$ cat src/hw/rtl/cst_pkg.sv
`default_nettype none
package cst_pkg;

    // Command codes carried in the request kind.
    localparam logic [1:0] CMD_LOAD  = 2'd0;
    localparam logic [1:0] CMD_FWD   = 2'd1;
    localparam logic [1:0] CMD_BWD   = 2'd2;
    localparam logic [1:0] CMD_RDCLR = 2'd3;

    // Configuration register indexes.
    localparam logic REG_PLANE_SIZE    = 1'b0;
    localparam logic REG_CHANNEL_COUNT = 1'b1;

    localparam int MAX_CHANNELS_DEF = 256;
    localparam int CFG_W            = 17;

    // Queue between front and back: 2**QUEUE_AW entries.
    localparam int QUEUE_AW    = 1;
    localparam int QUEUE_DEPTH = 1 << QUEUE_AW;

    // Classified request handed from front to back.
    typedef struct packed {
        logic [1:0]          cmd;
        logic [7:0]          chan;
        logic                in_range;
        logic signed [15:0]  x;
        logic signed [15:0]  g;
    } item_t;

    // Result fields of one delivered request.
    typedef struct packed {
        logic signed [15:0]  result;
        logic                active;
        logic signed [31:0]  grad_total;
        logic [7:0]          channel_out;
    } res_t;

endpackage
`default_nettype wire

$ cat src/hw/rtl/cst_front.sv
`default_nettype none
module cst_front #(
    parameter int MAX_CHANNELS = cst_pkg::MAX_CHANNELS_DEF
) (
    input  wire logic                        aclk,
    input  wire logic                        aresetn,
    input  wire logic                        cfg_wr_en,
    input  wire logic                        cfg_index,
    input  wire logic [cst_pkg::CFG_W-1:0]   cfg_wdata,
    input  wire logic                        in_valid,
    output logic                             in_ready,
    input  wire logic [1:0]                  in_cmd,
    input  wire logic                        in_restart,
    input  wire logic [7:0]                  in_sel,
    input  wire logic signed [15:0]          in_x,
    input  wire logic signed [15:0]          in_g,
    output logic                             out_valid,
    input  wire logic                        out_ready,
    output cst_pkg::item_t                   out_item
);

    localparam int LIM = (MAX_CHANNELS < 256) ? MAX_CHANNELS : 256;
    localparam logic [8:0] LIM_W = 9'(LIM);

    logic [16:0] plane_size_reg;
    logic [8:0]  channel_count_reg;
    logic [15:0] plane_pos_reg, plane_pos_next;
    logic [7:0]  cur_chan_reg, cur_chan_next;

    logic [16:0] ps_eff;
    logic [8:0]  cc_eff;
    logic [15:0] pos_base;
    logic [7:0]  chan_base;
    logic [16:0] pos_inc;
    logic [8:0]  chan_inc;
    logic        is_elem;
    logic        accept;

    assign in_ready  = out_ready;
    assign out_valid = in_valid;
    assign accept    = in_valid && out_ready;
    assign is_elem   = (in_cmd == cst_pkg::CMD_FWD) || (in_cmd == cst_pkg::CMD_BWD);

    always_comb begin
        ps_eff = plane_size_reg;
        if (plane_size_reg == 17'd0) begin
            ps_eff = 17'd1;
        end else if (plane_size_reg > 17'd65536) begin
            ps_eff = 17'd65536;
        end
        cc_eff = channel_count_reg;
        if (channel_count_reg == 9'd0) begin
            cc_eff = 9'd1;
        end else if (channel_count_reg > LIM_W) begin
            cc_eff = LIM_W;
        end
    end

    always_comb begin
        pos_base  = in_restart ? 16'd0 : plane_pos_reg;
        chan_base = in_restart ? 8'd0 : cur_chan_reg;
        pos_inc   = {1'b0, pos_base} + 17'd1;
        chan_inc  = {1'b0, chan_base} + 9'd1;
        if (pos_inc >= ps_eff) begin
            plane_pos_next = 16'd0;
            cur_chan_next  = (chan_inc >= cc_eff) ? 8'd0 : chan_inc[7:0];
        end else begin
            plane_pos_next = pos_inc[15:0];
            cur_chan_next  = chan_base;
        end
    end

    always_comb begin
        out_item.cmd = in_cmd;
        out_item.x   = in_x;
        out_item.g   = in_g;
        if (is_elem) begin
            out_item.chan     = chan_base;
            out_item.in_range = 1'b1;
        end else begin
            out_item.chan     = in_sel;
            out_item.in_range = ({1'b0, in_sel} < LIM_W);
        end
    end

    always_ff @(posedge aclk) begin
        if (!aresetn) begin
            plane_size_reg    <= 17'd1;
            channel_count_reg <= 9'd1;
            plane_pos_reg     <= 16'd0;
            cur_chan_reg      <= 8'd0;
        end else begin
            if (cfg_wr_en) begin
                case (cfg_index)
                    cst_pkg::REG_PLANE_SIZE:    plane_size_reg    <= cfg_wdata;
                    cst_pkg::REG_CHANNEL_COUNT: channel_count_reg <= cfg_wdata[8:0];
                    default: ;
                endcase
            end
            if (accept && is_elem) begin
                plane_pos_reg <= plane_pos_next;
                cur_chan_reg  <= cur_chan_next;
            end
        end
    end

endmodule
`default_nettype wire

$ cat config.mk
export PLATFORM = sky130hd
export DESIGN_NAME = cst_front
export DESIGN_NICKNAME = d
export VERILOG_FILES = /design/src/hw/rtl/cst_pkg.sv /design/src/hw/rtl/cst_front.sv
export SDC_FILE = /design/constraint.sdc
export NUM_CORES = 1
export LEC_CHECK = 0
export BUFFER_PORTS_ARGS = -buffer_cell sky130_fd_sc_hd__buf_2
export CAP_MARGIN = 30
export CORE_ASPECT_RATIO = 0.8
export CORE_UTILIZATION = 53
export DETAILED_ROUTE_END_ITERATION = 8
export GPL_TIMING_DRIVEN = 0
export MAX_ROUTING_LAYER = met4
export PLACE_DENSITY = 0.82
export SETUP_SLACK_MARGIN = 0.2
export SKIP_CTS_REPAIR_TIMING = 1
export SLEW_MARGIN = 20
export SYNTH_ARGS = -nofsm -noshare
export SYNTH_HDL_FRONTEND = slang
export SYNTH_SLANG_ARGS = --single-unit
$ cat constraint.sdc
create_clock -name aclk -period 5.35 [get_ports aclk]
set_input_delay 1.07 -clock aclk [delete_from_list [all_inputs] [get_ports aclk]]
set_output_delay 1.07 -clock aclk [all_outputs]
set_load 0.005 [all_outputs]
==> summary.md <==
| Metric | Value |
|---|---|
| Outcome | completed |
| Final min period | 4.95 ns |
| Critical Path Max Stage Delay | 0.53 ns |
| Syn nets | 588 |
| Input/output buffers | 76 |
| Main combinational cell family by area after synthesis | simple AND/OR/NAND/NOR gates |
| Die Span X | ~95 µm |
| Clock share of power | 31.4% |
| Multiplexer share of the synthesized area | 0.609% |
| Final Non-Filler Cells | 667 |
| Final Setup Violations | 0 |
| Flop pwr share | between 40 and 50% |
| Critical path type | in -> reg |
| Final critical-path share of the clock period | slightly above 90% |
| Endpoint class of the critical path | flop |
| Largest net degree at the start of global routing | 17 |
| Total power | 902 µW |
| Number of global-route vias before repair | ~3500 |
| Longest Clk Path Bufs | 2 |
| First-pass GRT wire length | 16.0 mm |
| Die height | 76.7 µm |
| Setup ws final | roughly 0.40 ns |
| Type of element launching the critical path | primary input |
| Adder-Cell Fraction of Synth Area | a little under a tenth |
| Hold crit path type | reg -> reg |
| Most frequent cells in the layout | 113 x nand2_1, 78 x buf_2, 50 x dfxtp_1 |
| Fmax | 202 MHz |
| R2R Setup Slk | 1.52 ns |
| Worst path cell trace | buf_2 -> clkbuf_1 -> clkbuf_2 -> clkbuf_2 -> nor2b_1 -> ha_1 -> nand4b_1 -> nor3_4 -> nand2_1 -> xnor2_1 -> ha_1 -> a21o_1 -> a21o_1 -> a2111oi_4 -> o21ai_2 -> or4_1 -> nand3_1 |
| Routability cong. | 0.919 |
| Layout area overhead | 17.8% |
| RSZ-0062 raised after global routing | no |
| DIE AREA | 0.00732 mm² |
| Yosys warns | 0 |
| Peak supply drop | 0.169 mV |
| Delay-heaviest family, CP | simple AND/OR/NAND/NOR gates |
| # DRC | 0 |
| Largest area contributor in the netlist | dfxtp_1 |
| Slew Viols, Final | 0 |
| Gr ovfl total | 0 |
| Xor/xnor share of the synthesized area | 4.50% |
| Synth cell types | around 50 |
| Detailed placement HPWL | 7.83 mm |
| Max H-tree Level | 2 |
| Async SR Flop Fraction | 0% |
| Diodes inserted | 0 |
| Final hold viol count | 0 |
| Synth top area cells | dfxtp_1 27%, nand2_1 11%, ha_1 9.5% |
| CP bufs+invs | 4 |
| Reg clk slew, reported paths | 0.10 ns |
| Pre-CTS WS | -0.352 ns |
| Worst-path fanout max | 10 |
| Synth Area in Simple Gates | 29.6% |
| Syn avg cell area | 7.49 µm² |
| Row Count | 26 |
| Sequential-to-total area share from yosys stat | 27.1% |
| Core outline area | 0.00657 mm² |
| Data arrival time of the worst path | 5.22 ns |
| LEAKAGE | 0.00187 µW |
| EDFF count, synth | 0 |
| Yosys top cell area share | around 27% |
| #FFs+latches synth | 50 |
| CTS Sinks | 50 |
| Worst reg-to-reg path cell count | 13 |
| CTS tree | built |
| Sw frac | around 31% |
| Synthesized area | 0.00370 mm² |
| CTS Root Cell | clkbuf_8 |
| Synth Area in Compound Gates | 18.0% |
| Starting Density | between 50% and 60% |
| Worst Hold Path EP | channel_count_reg[3] |
| Clk_lat worst skew | around 0.32 ns |
| CTS Buf Count | 5 |
| WL/cell | 15.3 µm |
| Ys flop type | dfxtp_1 |
| # placed instances | about 650 |
| GRT Util Overall | between 20 and 30% |
| Initial antenna violation count | 0 |
| Vias | 3824 |
| Worst slew pin tran | between 0.6 and 0.7 ns |
| Synthesized instance count | about 500 |
| Pre-antenna DRT Iters | 5 |
| Slowest cell on crit path | or4_1 |
| Internal power | around 620 µW |
| Max_cap viols | 0 |
| DR iter-0 viols | slightly above 300 |
| Largest register FFs | 17 |
| Routed Antenna Nets | 0 |
| Slew HR | 56.4% |
| Sw Pwr | 282 µW |
| Portion of total power attributed to combinational logic | 24.2% |
| Power Dens Cells | 207 mW/mm² |
| Top-Level Pins | 111 |
| Share of cells above drive strength 1 | 25.7% |
| Final Net Count | about 680 |
| Total Wirelength | between 10 and 15 mm |
| Worst R2R End | cur_chan_reg[2] |
| Hold path depth | 2 |
| CP Data Required Time | 5.62 ns |
| Commonest non-fill, non-tap cell in the layout | nand2_1 |
| RR Startpoint | plane_pos_reg[0] |
| Hold Startpoint | channel_count_reg[3] |
| DR vias/cell | between 5 and 6 |
| Clock Skew | 0.00775 ns |
==> worst max-delay path by stage <==
stage | cells after the start | endpoint | slack (ns) | startpoint
6_report | 17 | cur_chan_reg[2] | 0.40 | in_restart
4_1_cts | 17 | cur_chan_reg[1] | -0.02 | in_restart
3_3_place_gp | 17 | cur_chan_reg[1] | -0.28 | in_restart
5_1_grt | 17 | plane_pos_reg[0] | 0.18 | in_restart
3_5_place_dp | 17 | cur_chan_reg[1] | -0.35 | in_restart
2_1_floorplan | 16 | cur_chan_reg[1] | 0.70 | in_restart
==> power groups by stage <==
stage	registers, µW	clock network [µW]	logic (µW)
floorplan	404	0	144
global placement	408	0	205
detailed placement	409	0	213
CTS	400	284	214
global route	403	298	240
finish	401	283	218
==> cell usage after synthesis, types with 4 or more instances <==
| cell type | instances |
|---|---|
| nand3_1 | 16 |
| inv_1 | 4 |
| or4_1 | 4 |
| dfxtp_1 | 50 |
| xor2_1 | 7 |
| nand2_1 | 113 |
| o211ai_1 | 6 |
| buf_4 | 38 |
| nor3_1 | 11 |
| nor4_1 | 7 |
| a21o_1 | 5 |
| and4_1 | 4 |
| a21oi_1 | 48 |
| nand2b_1 | 11 |
| nor2b_1 | 9 |
| xnor2_1 | 12 |
| nand4_1 | 13 |
| ha_1 | 28 |
| and3_1 | 4 |
| o41ai_2 | 5 |
| buf_1 | 5 |
| nor2_1 | 25 |
| o21ai_0 | 15 |
| clkbuf_1 | 15 |
==> stage by stage <==
stage	setup TNS, ns	util (%)	hold WS [ns]	instance area, µm²
after global routing	0	66.3	0.502	4360
after global placement	-4.07	63.7	0.459	4180
after floorplan	0	-	0.441	3700
after CTS	-0.0207	65.4	0.475	4300
after detailed placement	-5.87	63.7	0.461	4180
final	0	66.3	0.476	4360
==> per-layer routing <==
layer  vias to the layer above  GRT usage, %  share of wire, %  routed length (µm)
met1                      1765          36.9                43                4380
met3                        20          6.45               8.3                 848
li1                       1874             -                 -                   -
met5                         -             -                 0                   0
met4                         0          7.31               1.7                 171
met2                       165          45.0                47                4810
==> tightest hold or removal path, stage by stage (launching register included) <==
cell     delay, ns
dfxtp_1       0.33
nand2_1       0.05
a21oi_1       0.05
==> final cells by class <==
| type | count | area, µm² |
|---|---|---|
| clock inverters | 3 | 45.0 |
| clock buffers | 5 | 68.8 |
| multi-input cells | 378 | 2320 |
| inverters | 6 | 22.5 |
| flip-flops and latches | 50 | 1000 |
| fillers | 581 | 2210 |
| repair buffers | 81 | 418 |
| plain buffers | 60 | 374 |
| well taps | 84 | 105 |
==> logic make-up (layout without fill, tap and decap cells) <==
family          count (synthesis)  count (layout)
simple gates                  230             230
compound gates                 98              98
buf+inv                        66             155
flops                          50              50
fa+ha+maj                      28              28
xor+xnor                       19              19
mux                             2               2
other cells                     1               1
Power figures use the tool's default switching activity.
