===== src/hw/rtl/cst_pkg.sv =====
`default_nettype none
package cst_pkg;

    // Command codes carried in the request kind.
    localparam logic [1:0] CMD_LOAD  = 2'd0;
    localparam logic [1:0] CMD_FWD   = 2'd1;
    localparam logic [1:0] CMD_BWD   = 2'd2;
    localparam logic [1:0] CMD_RDCLR = 2'd3;

    // Configuration register indexes.
    localparam logic REG_PLANE_SIZE    = 1'b0;
    localparam logic REG_CHANNEL_COUNT = 1'b1;

    localparam int MAX_CHANNELS_DEF = 256;
    localparam int CFG_W            = 17;

    // Queue between front and back: 2**QUEUE_AW entries.
    localparam int QUEUE_AW    = 1;
    localparam int QUEUE_DEPTH = 1 << QUEUE_AW;

    // Classified request handed from front to back.
    typedef struct packed {
        logic [1:0]          cmd;
        logic [7:0]          chan;
        logic                in_range;
        logic signed [15:0]  x;
        logic signed [15:0]  g;
    } item_t;

    // Result fields of one delivered request.
    typedef struct packed {
        logic signed [15:0]  result;
        logic                active;
        logic signed [31:0]  grad_total;
        logic [7:0]          channel_out;
    } res_t;

endpackage
`default_nettype wire


===== src/hw/rtl/cst_queue.sv =====
`default_nettype none
module cst_queue (
    input  wire logic             aclk,
    input  wire logic             aresetn,
    input  wire logic             push_valid,
    output logic                  push_ready,
    input  wire cst_pkg::item_t   push_item,
    output logic                  pop_valid,
    input  wire logic             pop_ready,
    output cst_pkg::item_t        pop_item
);

    cst_pkg::item_t                   q_mem [cst_pkg::QUEUE_DEPTH];
    logic [cst_pkg::QUEUE_AW-1:0]     wr_ptr_reg, rd_ptr_reg;
    logic [cst_pkg::QUEUE_AW:0]       count_reg;
    logic                             push, pop;

    assign push_ready = (count_reg != (cst_pkg::QUEUE_AW + 1)'(cst_pkg::QUEUE_DEPTH));
    assign pop_valid  = (count_reg != '0);
    assign pop_item   = q_mem[rd_ptr_reg];
    assign push       = push_valid && push_ready;
    assign pop        = pop_valid && pop_ready;

    always_ff @(posedge aclk) begin
        if (push) begin
            q_mem[wr_ptr_reg] <= push_item;
        end
    end

    always_ff @(posedge aclk) begin
        if (!aresetn) begin
            wr_ptr_reg <= '0;
            rd_ptr_reg <= '0;
            count_reg  <= '0;
        end else begin
            if (push) begin
                wr_ptr_reg <= wr_ptr_reg + 1'b1;
            end
            if (pop) begin
                rd_ptr_reg <= rd_ptr_reg + 1'b1;
            end
            case ({push, pop})
                2'b10:   count_reg <= count_reg + 1'b1;
                2'b01:   count_reg <= count_reg - 1'b1;
                default: count_reg <= count_reg;
            endcase
        end
    end

endmodule
`default_nettype wire


===== config.mk =====
export PLATFORM = sky130hd
export DESIGN_NAME = cst_queue
export DESIGN_NICKNAME = d
export VERILOG_FILES = /design/src/hw/rtl/cst_pkg.sv /design/src/hw/rtl/cst_queue.sv
export SDC_FILE = /design/constraint.sdc
export NUM_CORES = 1
export LEC_CHECK = 0
export ABC_AREA = 1
export BUFFER_PORTS_ARGS = -buffer_cell sky130_fd_sc_hd__buf_4
export CORE_ASPECT_RATIO = 0.7
export CORE_MARGIN = 4
export CORE_UTILIZATION = 25
export DETAILED_ROUTE_END_ITERATION = 8
export PLACE_DENSITY_LB_ADDON = 0.1
export SETUP_SLACK_MARGIN = 0.4
export SLEW_MARGIN = 15
export SYNTH_ARGS = -nofsm -noshare
export SYNTH_HDL_FRONTEND = slang
export SYNTH_SLANG_ARGS = --single-unit

===== constraint.sdc =====
create_clock -name aclk -period 5.2 [get_ports aclk]
set_clock_uncertainty 0.15 [all_clocks]
set_input_delay 1.04 -clock aclk [delete_from_list [all_inputs] [get_ports aclk]]
set_output_delay 1.04 -clock aclk [all_outputs]
set_load 0.01 [all_outputs]

==> results.py, run 1 <==
metrics = {
    "status": {
        "status": "completed",
    },
    "route": {
        "detail-route-antenna-nets": 0,
        "dr.pass1.iters": 4,
        "drt_iter0_drc": 45,
        "vias": 1758,
        "viasPerCell": 3.78,
        "drc": 0,
        "wl_per_cell_um": 14.9,
        "drt_wl_total_um": 6940,
    },
    "sta": {
        "hold_ws_ns": 0.353,
        "layout_min_cycle_time_ns": 3.38,
        "grt_setup_unrepaired": "no",
        "slew_headroom": 0.474,
        "hold_viol_final": 0,
        "fmax_mhz": 296,
        "slew_violations": 0,
        "fin_setup_tns_ns": 0,
        "period_share": 0.650,
        "tightest_slew_ns": 0.789,
        "setup_violations": 0,
    },
    "flow_run": {
        "cap_violations": 0,
    },
    "finish": {
        "num_antenna_cells": 0,
        "final_layout_size_suffix_gt1_frac": 0.567,
        "layout.nets": 318,
        "fillers": 1359,
        "area_delta_synth_final_pct": 33.1,
        "largest_reg_flops": 86,
    },
    "logic_synthesis": {
        "synth.distinct_cells": 18,
        "avgSynthCellArea_um2": 20.9,
        "ys_ff_latch": 91,
        "yosysWarnings": 0,
        "syn-num-nets": 218,
        "netlist_instances": 170,
        "netlist_area_mm2": 0.00355,
        "synth_seq_area_share": 0.756,
    },
    "critical_path": {
        "cp_top_family": "flip-flops",
        "cpMostUsedCell": "buf_4",
        "worstPathCellList": "buf_4, mux2_4, buf_4",
        "cp_data_arrival_time_ns": 2.19,
        "cpMaxStageDelayCell": "dfxtp_2",
        "worst_setup_path_end_kind": "primary output",
        "crit_buf_inv": 2,
        "start_kind": "register",
        "crit_type": "reg -> out",
        "required_ns": 4.01,
        "cpPeakStageDelay_ns": 0.84,
        "path_max_fanout": 23,
    },
    "clocking": {
        "cts_resized": 0,
        "cts_root_buf": "clkbuf_16",
        "cts_setup_buffers": 0,
        "clkTransAtPathRegs_ns": 0.06,
        "clk_latency_ns": 0.33,
        "h-tree-depth": 3,
        "clockBufferDepth": 2,
        "cts_made_buffers": 9,
        "clock-sinks": 91,
        "holdBufCountCts": 0,
        "cts_tree": "built",
    },
    "power": {
        "ir_worst_vdd_mv": 0.143,
        "power.density_mw_per_mm2": 437,
        "p_leak_uw": 0.00183,
    },
    "floorplanning": {
        "dieWidth_um": 150,
        "core_mm2": 0.0139,
        "rows": 36,
        "die_area_mm2": 0.0162,
        "start_util": 0.255,
        "io_pins": 92,
        "fp.dieH_um": 108,
    },
    "global_route": {
        "first_global_vias": 1909,
        "grt_max_degree": 25,
        "grt_antenna_before_repair": 0,
        "grt_use_total": 0.0877,
        "grt_pass1_wl_um": 10300,
        "grt_overflow": 0,
    },
    "hold_path": {
        "hold_path_class": "reg -> reg",
    },
    "place": {
        "gp_congestion": 0.676,
        "port_buffers": 91,
        "dp_hpwl_um": 4760,
    },
}
-- where the power goes --
part	switching, uW	internal, uW	total, uW
logic	200	253	454
registers	44.0	898	942
clock network	249	419	668
-- layer usage --
layer,track usage,vias up,routed length (um)
met5,0,-,0
met2,0.134,62,3160
met1,0.111,843,3160
met4,0.0333,0,104
met3,0.0362,9,522
li1,-,844,-
-- logic make-up after synthesis --
logic type / share of synthesized area
DFF: 0.756
muxes: 0.179
and+or+nand+nor: 0.0257
buffers and inverters: 0.0310
AOI/OAI and AO/OA: 0.00493
adders and majority gates: 0.00353
-- synthesized netlist by cell type --
cell type	number	area (um^2)
buf_6	1	11.3
nand2_2	1	6.26
nand4_1	1	6.26
buf_12	4	80.1
nand2_1	9	33.8
o21a_1	1	7.51
o21ai_0	1	5.00
dfxtp_1	5	100
ha_1	1	12.5
a21oi_1	1	5.00
edfxtp_1	86	2580
mux2_4	40	601
nand3_1	1	5.00
nor2_2	1	6.26
mux2_2	3	33.8
nor2_1	9	33.8
inv_1	4	15.0
inv_2	1	3.75
-- worst register-to-register path, stage by stage (launching register included) --
cell and delay, ns:
dfxtp_1 0.38, inv_2 0.08, nand2_1 0.09, nand2_2 0.12
nor2_4 0.61, buf_4 0.44
-- final cells by class --
type	instances	area, um^2	area share
clock buffers	11	233	0.0493
clock inverters	5	77.6	0.0164
inverters	5	18.8	0.00397
multi-input cells	69	768	0.163
flip-flops and latches	91	2680	0.568
well taps	190	238	0.0503
repair buffers	94	706	0.149
-- stage by stage --
stage,instances,setup WS (ns),utilization,power [uW],instance area [um^2]
after floorplan,170,1.68,-,1240,3550
after detailed placement,449,2.08,0.317,1430,4410
after CTS,465,1.71,0.339,2100,4720
after global placement,449,2.10,0.317,1430,4410
after global routing,465,1.69,0.339,2170,4720
final,465,1.82,0.339,2060,4720
-- placed cells by master, fill, tap and decap left out, types with 2 or more instances in the layout --
master / synthesis / final
buf_4: 0 / 94
bufinv_16: 0 / 2
clkbuf_1: 0 / 2
clkbuf_16: 0 / 9
clkinv_2: 0 / 2
dfxtp_1: 5 / 4
edfxtp_1: 86 / 86
inv_1: 4 / 4
mux2_2: 3 / 3
mux2_4: 40 / 40
nand2_1: 9 / 9
nor2_1: 9 / 8
nor2_4: 0 / 2
-- final timing paths --
path	start	to	depth (start not counted)	slack (ns)
max	register	pop_item[1]	3	1.82
min	rd_ptr_reg	rd_ptr_reg	2	0.35
max reg2reg	count_reg[0]	q_mem[0][21]	5	3.00
min reg2reg	rd_ptr_reg	rd_ptr_reg	2	0.35
(Power assumes the default switching activity.)
==> run 2, diff against run 1 <==
--- a/config.mk
+++ b/config.mk
@@ -5,7 +5,7 @@
 export SDC_FILE = /design/constraint.sdc
 export NUM_CORES = 1
 export LEC_CHECK = 0
-export ABC_AREA = 1
+export ABC_AREA = 0
 export BUFFER_PORTS_ARGS = -buffer_cell sky130_fd_sc_hd__buf_4
 export CORE_ASPECT_RATIO = 0.7
 export CORE_MARGIN = 4
==> constraint.sdc (replaced) <==
create_clock -name aclk -period 3.5 [get_ports aclk]
set_clock_uncertainty 0.15 [all_clocks]
set_input_delay 0.7 -clock aclk [delete_from_list [all_inputs] [get_ports aclk]]
set_output_delay 0.7 -clock aclk [all_outputs]
set_load 0.01 [all_outputs]
==> run 2 against run 1 <==
  * Sequential share of layout area rose by 2.5 points
  * Critical path depth unchanged
  * Total power rose by 58%
  * Area after synthesis fell by 6.2%
  * Global-route usage is 0.40 points higher
  * Core utilization increased by 1.6 points
  * Largest cell class unchanged
  * Combinational power rose by 100%
==> results.py, run 2 <==
metrics = {
    "status": {
        "status": "completed",
    },
    "logic_synthesis": {
        "synth_top_cells_by_count": "edfxtp_1 (86), mux2_2 (43), buf_2 (5), dfxtp_1 (5), xnor2_1 (3)",
        "synth_seq_area_share": 0.806,
        "synth.distinct_cells": 20,
        "synth_area_leaders": "edfxtp_1 (78%), mux2_2 (15%), dfxtp_1 (3.0%)",
        "yosys.area.top_type": "edfxtp_1",
        "avgSynthCellArea_um2": 21.1,
        "ys_dominant_reg_cell": "edfxtp_1",
        "netlist_area_mm2": 0.00333,
        "synth_top_area_frac": 0.776,
        "postSynth.asyncResetShare": 0,
        "yosysWarnings": 0,
        "syn-num-nets": 206,
        "synth_edf_count": 86,
        "netlist_instances": 158,
        "ys_ff_latch": 91,
        "synth_most_common_cell": "edfxtp_1",
    },
    "floorplanning": {
        "start_util": 0.262,
        "dieWidth_um": 146,
        "io_pins": 92,
        "die_area_mm2": 0.0152,
        "core_mm2": 0.0127,
        "rows": 34,
        "fp.dieH_um": 105,
    },
    "critical_path": {
        "cp_data_arrival_time_ns": 1.81,
        "crit_cells": 3,
        "worst_setup_path_end_kind": "primary output",
        "required_ns": 2.65,
        "worstPathCellList": "buf_12, mux2_2, buf_4",
        "cp_top_family": "flip-flops",
        "start_kind": "register",
        "path_max_fanout": 22,
        "r2r_end": "q_mem[0][24]",
        "cpPeakStageDelay_ns": 0.69,
        "rrSetupSlack_ns": 1.50,
        "cpMaxStageDelayCell": "dfxtp_2",
        "cp-endpoint": "pop_item[3]",
        "r2r-start": "count_reg[0]",
        "crit_buf_inv": 2,
        "crit_type": "reg -> out",
        "reg2reg_depth": 4,
    },
    "global_route": {
        "grt_antenna_before_repair": 0,
        "grt_use_total": 0.0917,
        "grt_pass1_wl_um": 10400,
        "grt_max_degree": 26,
        "first_global_vias": 1843,
        "grt_overflow": 0,
    },
    "sta": {
        "fin_setup_tns_ns": 0,
        "finalWorstSetupSlack_ns": 0.835,
        "slew_headroom": 0.605,
        "layout_min_cycle_time_ns": 2.66,
        "hold_viol_final": 0,
        "slew_violations": 0,
        "grt_setup_unrepaired": "no",
        "period_share": 0.761,
        "fmax_mhz": 375,
        "tightest_slew_ns": 0.591,
        "setup_violations": 0,
    },
    "place": {
        "dpl_cell_area_mm2": 0.00425,
        "gp_congestion": 0.638,
        "dp_hpwl_um": 4670,
        "pre_cts_ws_ns": 1.13,
        "port_buffers": 91,
    },
    "hold_path": {
        "hold_path_class": "reg -> reg",
        "min_path_cells": 2,
        "min_from": "count_reg[1]",
    },
    "finish": {
        "final_layout_size_suffix_gt1_frac": 0.602,
        "area_delta_synth_final_pct": 36.0,
        "final_common_cell": "buf_4",
        "num_antenna_cells": 0,
        "multiInputGateArea_um2": 617,
        "layout.nets": 307,
        "largest_reg_flops": 86,
        "fillers": 1224,
        "finalInstanceArea_mm2": 0.00452,
        "ff_latch_area_mm2": 0.00268,
        "final_cell_mix": "buf_4 (93), edfxtp_1 (86), mux2_2 (43)",
    },
    "power": {
        "switching_share": 0.273,
        "seqPwrFrac": 0.447,
        "ir_worst_vdd_mv": 0.237,
        "power.density_mw_per_mm2": 721,
        "comb_power_share": 0.280,
        "p_clk_frac": 0.273,
        "internal_power_uw": 2370,
        "p_leak_uw": 0.00166,
        "switchingPower_uw": 888,
        "finalPower_uw": 3260,
    },
    "clocking": {
        "cts_tree": "built",
        "cts_made_buffers": 9,
        "clkTransAtPathRegs_ns": 0.07,
        "h-tree-depth": 3,
        "holdBufCountCts": 0,
        "cts_setup_buffers": 0,
        "cts_resized": 0,
        "clk_latency_ns": 0.34,
        "clockBufferDepth": 2,
        "cts_root_buf": "clkbuf_16",
        "clock-sinks": 91,
    },
    "flow_run": {
        "cap_violations": 0,
    },
    "route": {
        "vias": 1706,
        "drt_wl_total_um": 6740,
        "viasPerCell": 4.00,
        "drc": 0,
        "detail-route-antenna-nets": 0,
        "dr.pass1.iters": 4,
        "wl_per_cell_um": 15.8,
        "drt_iter0_drc": 50,
    },
}
[run 2: logic make-up after synthesis]
group | synth area share
adder cells (fa/ha/maj) | 0.00376
flip-flops | 0.806
buffers and inverters | 0.00865
XOR/XNOR | 0.00790
AO/OA/AOI/OAI | 0.0113
AND/OR/NAND/NOR | 0.0166
multiplexers | 0.146
[run 2: per-stage QoR]
stage / hold slack, ns / std cells / utilization
floorplan: 0.329 / 158 / -
CTS: 0.369 / 426 / 0.356
detailed placement: 0.368 / 410 / 0.334
finish: 0.370 / 426 / 0.356
global route: 0.368 / 426 / 0.356
global placement: 0.351 / 410 / 0.334
[run 2: cell type report]
| type | instances | area share |
|---|---|---|
| Clock buffer | 9 | 0.0498 |
| Clock inverter | 7 | 0.0116 |
| Inverter | 1 | 0.000830 |
| Multi-Input combinational cell | 61 | 0.136 |
| Sequential cell | 91 | 0.593 |
| Tap cell | 162 | 0.0448 |
| Timing Repair Buffer | 95 | 0.163 |
[run 2: how the worst min path moves through the flow]
| stage | to | slack [ns] |
|---|---|---|
| 2_1_floorplan | count_reg[1] | 0.33 |
| 3_3_place_gp | count_reg[1] | 0.35 |
| 3_5_place_dp | count_reg[1] | 0.37 |
| 4_1_cts | q_mem[1][40] | 0.37 |
| 5_1_grt | q_mem[0][35] | 0.37 |
| 6_report | count_reg[1] | 0.37 |
[run 2: tightest hold or removal path: cells and delay by family (launching register included)]
| kind | cells | cell delay, ns |
|---|---|---|
| compound gates | 2 | 0.14 |
| flops | 1 | 0.34 |
[run 2: metal layers]
| layer | track usage | routed length (um) | share of wire |
|---|---|---|---|
| met1 | 0.114 | 3050 | 0.45 |
| met3 | 0.0623 | 704 | 0.10 |
| met4 | 0.0264 | 50 | 0.0074 |
| met5 | 0 | 0 | 0 |
| met2 | 0.128 | 2930 | 0.44 |
[run 2: power by group through the flow]
stage | sequential (uW) | clock, uW | combinational, uW
2_1_floorplan | 1430 | 0 | 523
3_3_place_gp | 1490 | 0 | 940
3_5_place_dp | 1490 | 0 | 939
4_1_cts | 1460 | 927 | 947
5_1_grt | 1480 | 986 | 995
6_report | 1460 | 888 | 913
==> run 3, diff against run 2 <==
==> constraint.sdc (replaced) <==
create_clock -name aclk -period 2.6 [get_ports aclk]
set_clock_uncertainty 0.15 [all_clocks]
set_input_delay 0.52 -clock aclk [delete_from_list [all_inputs] [get_ports aclk]]
set_output_delay 0.52 -clock aclk [all_outputs]
set_load 0.01 [all_outputs]
==> run 3 against run 2 <==
  * Critical path depth did not move
  * Highest routed layer unchanged
  * Register-to-register slack got worse by 0.64 ns
  * Via count is 0.88% higher
  * Clock-buffer cell count increased by 3
==> results.py, run 3 (synthesis gave the netlist of run 2 again) <==
metrics = {
    "status": {
        "status": "completed",
    },
    "sta": {
        "hold_viol_final": 0,
        "hold_ws_ns": 0.217,
        "layout_min_cycle_time_ns": 2.12,
        "tightest_slew_ns": 0.271,
        "finalWorstSetupSlack_ns": 0.479,
        "setup_violations": 0,
        "slew_headroom": 0.819,
        "slew_violations": 0,
        "fmax_mhz": 471,
        "fin_setup_tns_ns": 0,
        "period_share": 0.816,
        "grt_setup_unrepaired": "no",
    },
    "finish": {
        "ff_latch_area_mm2": 0.00268,
        "num_antenna_cells": 0,
        "largest_reg_flops": 86,
        "final_common_cell": "buf_4",
        "area_delta_synth_final_pct": 37.6,
        "final_cell_mix": "buf_4 (91), edfxtp_1 (86), mux2_2 (43)",
        "layout.nets": 307,
        "final_layout_size_suffix_gt1_frac": 0.595,
        "fillers": 1218,
        "multiInputGateArea_um2": 617,
    },
    "global_route": {
        "grt_antenna_before_repair": 0,
        "grt_use_total": 0.0905,
        "first_global_vias": 1844,
        "grt_pass1_wl_um": 10300,
        "grt_overflow": 0,
        "grt_max_degree": 44,
    },
    "floorplanning": {
        "io_pins": 92,
        "dieWidth_um": 146,
        "rows": 34,
        "fp.dieH_um": 105,
        "die_area_mm2": 0.0152,
        "start_util": 0.262,
        "core_mm2": 0.0127,
    },
    "power": {
        "p_leak_uw": 0.00168,
        "power.density_mw_per_mm2": 1000,
        "ir_worst_vdd_mv": 0.353,
    },
    "clocking": {
        "clk_latency_ns": 0.33,
        "clockBufferDepth": 2,
        "cts_resized": 2,
        "cts_setup_buffers": 0,
        "holdBufCountCts": 0,
        "h-tree-depth": 3,
        "clkTransAtPathRegs_ns": 0.06,
        "cts_made_buffers": 9,
        "clock-sinks": 91,
        "cts_root_buf": "clkbuf_16",
        "cts_tree": "built",
    },
    "route": {
        "viasPerCell": 4.04,
        "drt_wl_total_um": 6640,
        "wl_per_cell_um": 15.6,
        "drt_iter0_drc": 67,
        "detail-route-antenna-nets": 0,
        "vias": 1721,
        "drc": 0,
        "dr.pass1.iters": 4,
    },
    "hold_path": {
        "hold_path_class": "in -> reg",
    },
    "critical_path": {
        "cp_data_arrival_time_ns": 1.45,
        "required_ns": 1.93,
        "path_max_fanout": 20,
        "start_kind": "register",
        "crit_type": "reg -> out",
        "worst_setup_path_end_kind": "primary output",
    },
    "flow_run": {
        "cap_violations": 0,
    },
    "place": {
        "port_buffers": 91,
        "gp_congestion": 0.671,
        "pre_cts_ws_ns": 0.742,
    },
}
==> run 3: cell count changes in the layout (fill, tap and decap cells not counted), sizes merged <==
cell	before	now
clkbuf	9	12
inv	3	1
clkinv	4	2
bufinv	0	2
clkinvlp	1	0
==> run 3: final timing paths <==
| path | startpoint | endpoint | slack, ns | depth (start not counted) |
|---|---|---|---|---|
| max | register | pop_item[20] | 0.48 | 3 |
| min | push_item[5] | q_mem[1][5] | 0.22 | 1 |
| max reg2reg | count_reg[0] | count_reg[1] | 0.86 | 5 |
| min reg2reg | count_reg[1] | count_reg[1] | 0.37 | 2 |
==> run 3: per-stage QoR <==
step	instance area [um^2]	power (uW)	utilization	instances
final	4580	4580	0.360	426
after floorplan	3330	2630	-	158
after global routing	4580	4830	0.360	426
after global placement	4250	3270	0.334	410
after CTS	4570	4680	0.360	426
after detailed placement	4250	3270	0.334	410
==> run 3: report_power, final <==
part	total, uW	switching (uW)	internal, uW	leakage [uW]
clock	1370	501	868	0.000157
sequential	1910	59.8	1850	0.000846
combinational	1300	599	696	0.000678
total	4580	1160	3420	0.00168
==> run 3: worst max-delay path, cell delays in order, from the launching register on <==
cell,delay (ns)
dfxtp_2,0.35
buf_6,0.23
mux2_2,0.39
buf_4,0.15
==> run 3: final cells by class <==
cell class | instances | area share
repair buffers | 95 | 0.164
inverters | 1 | 0.000820
clock inverters | 4 | 0.0161
flip-flops and latches | 91 | 0.586
clock buffers | 12 | 0.0539
well taps | 162 | 0.0443
multi-input cells | 61 | 0.135
==> run 3: layer usage <==
metal  vias to the layer above  wire (um)  global-route usage
met2                        67       2960               0.135
met1                       832       3060               0.112
met3                         8        544              0.0505
met4                         0         69              0.0285
met5                         -          0                   0
li1                        814          -                   -
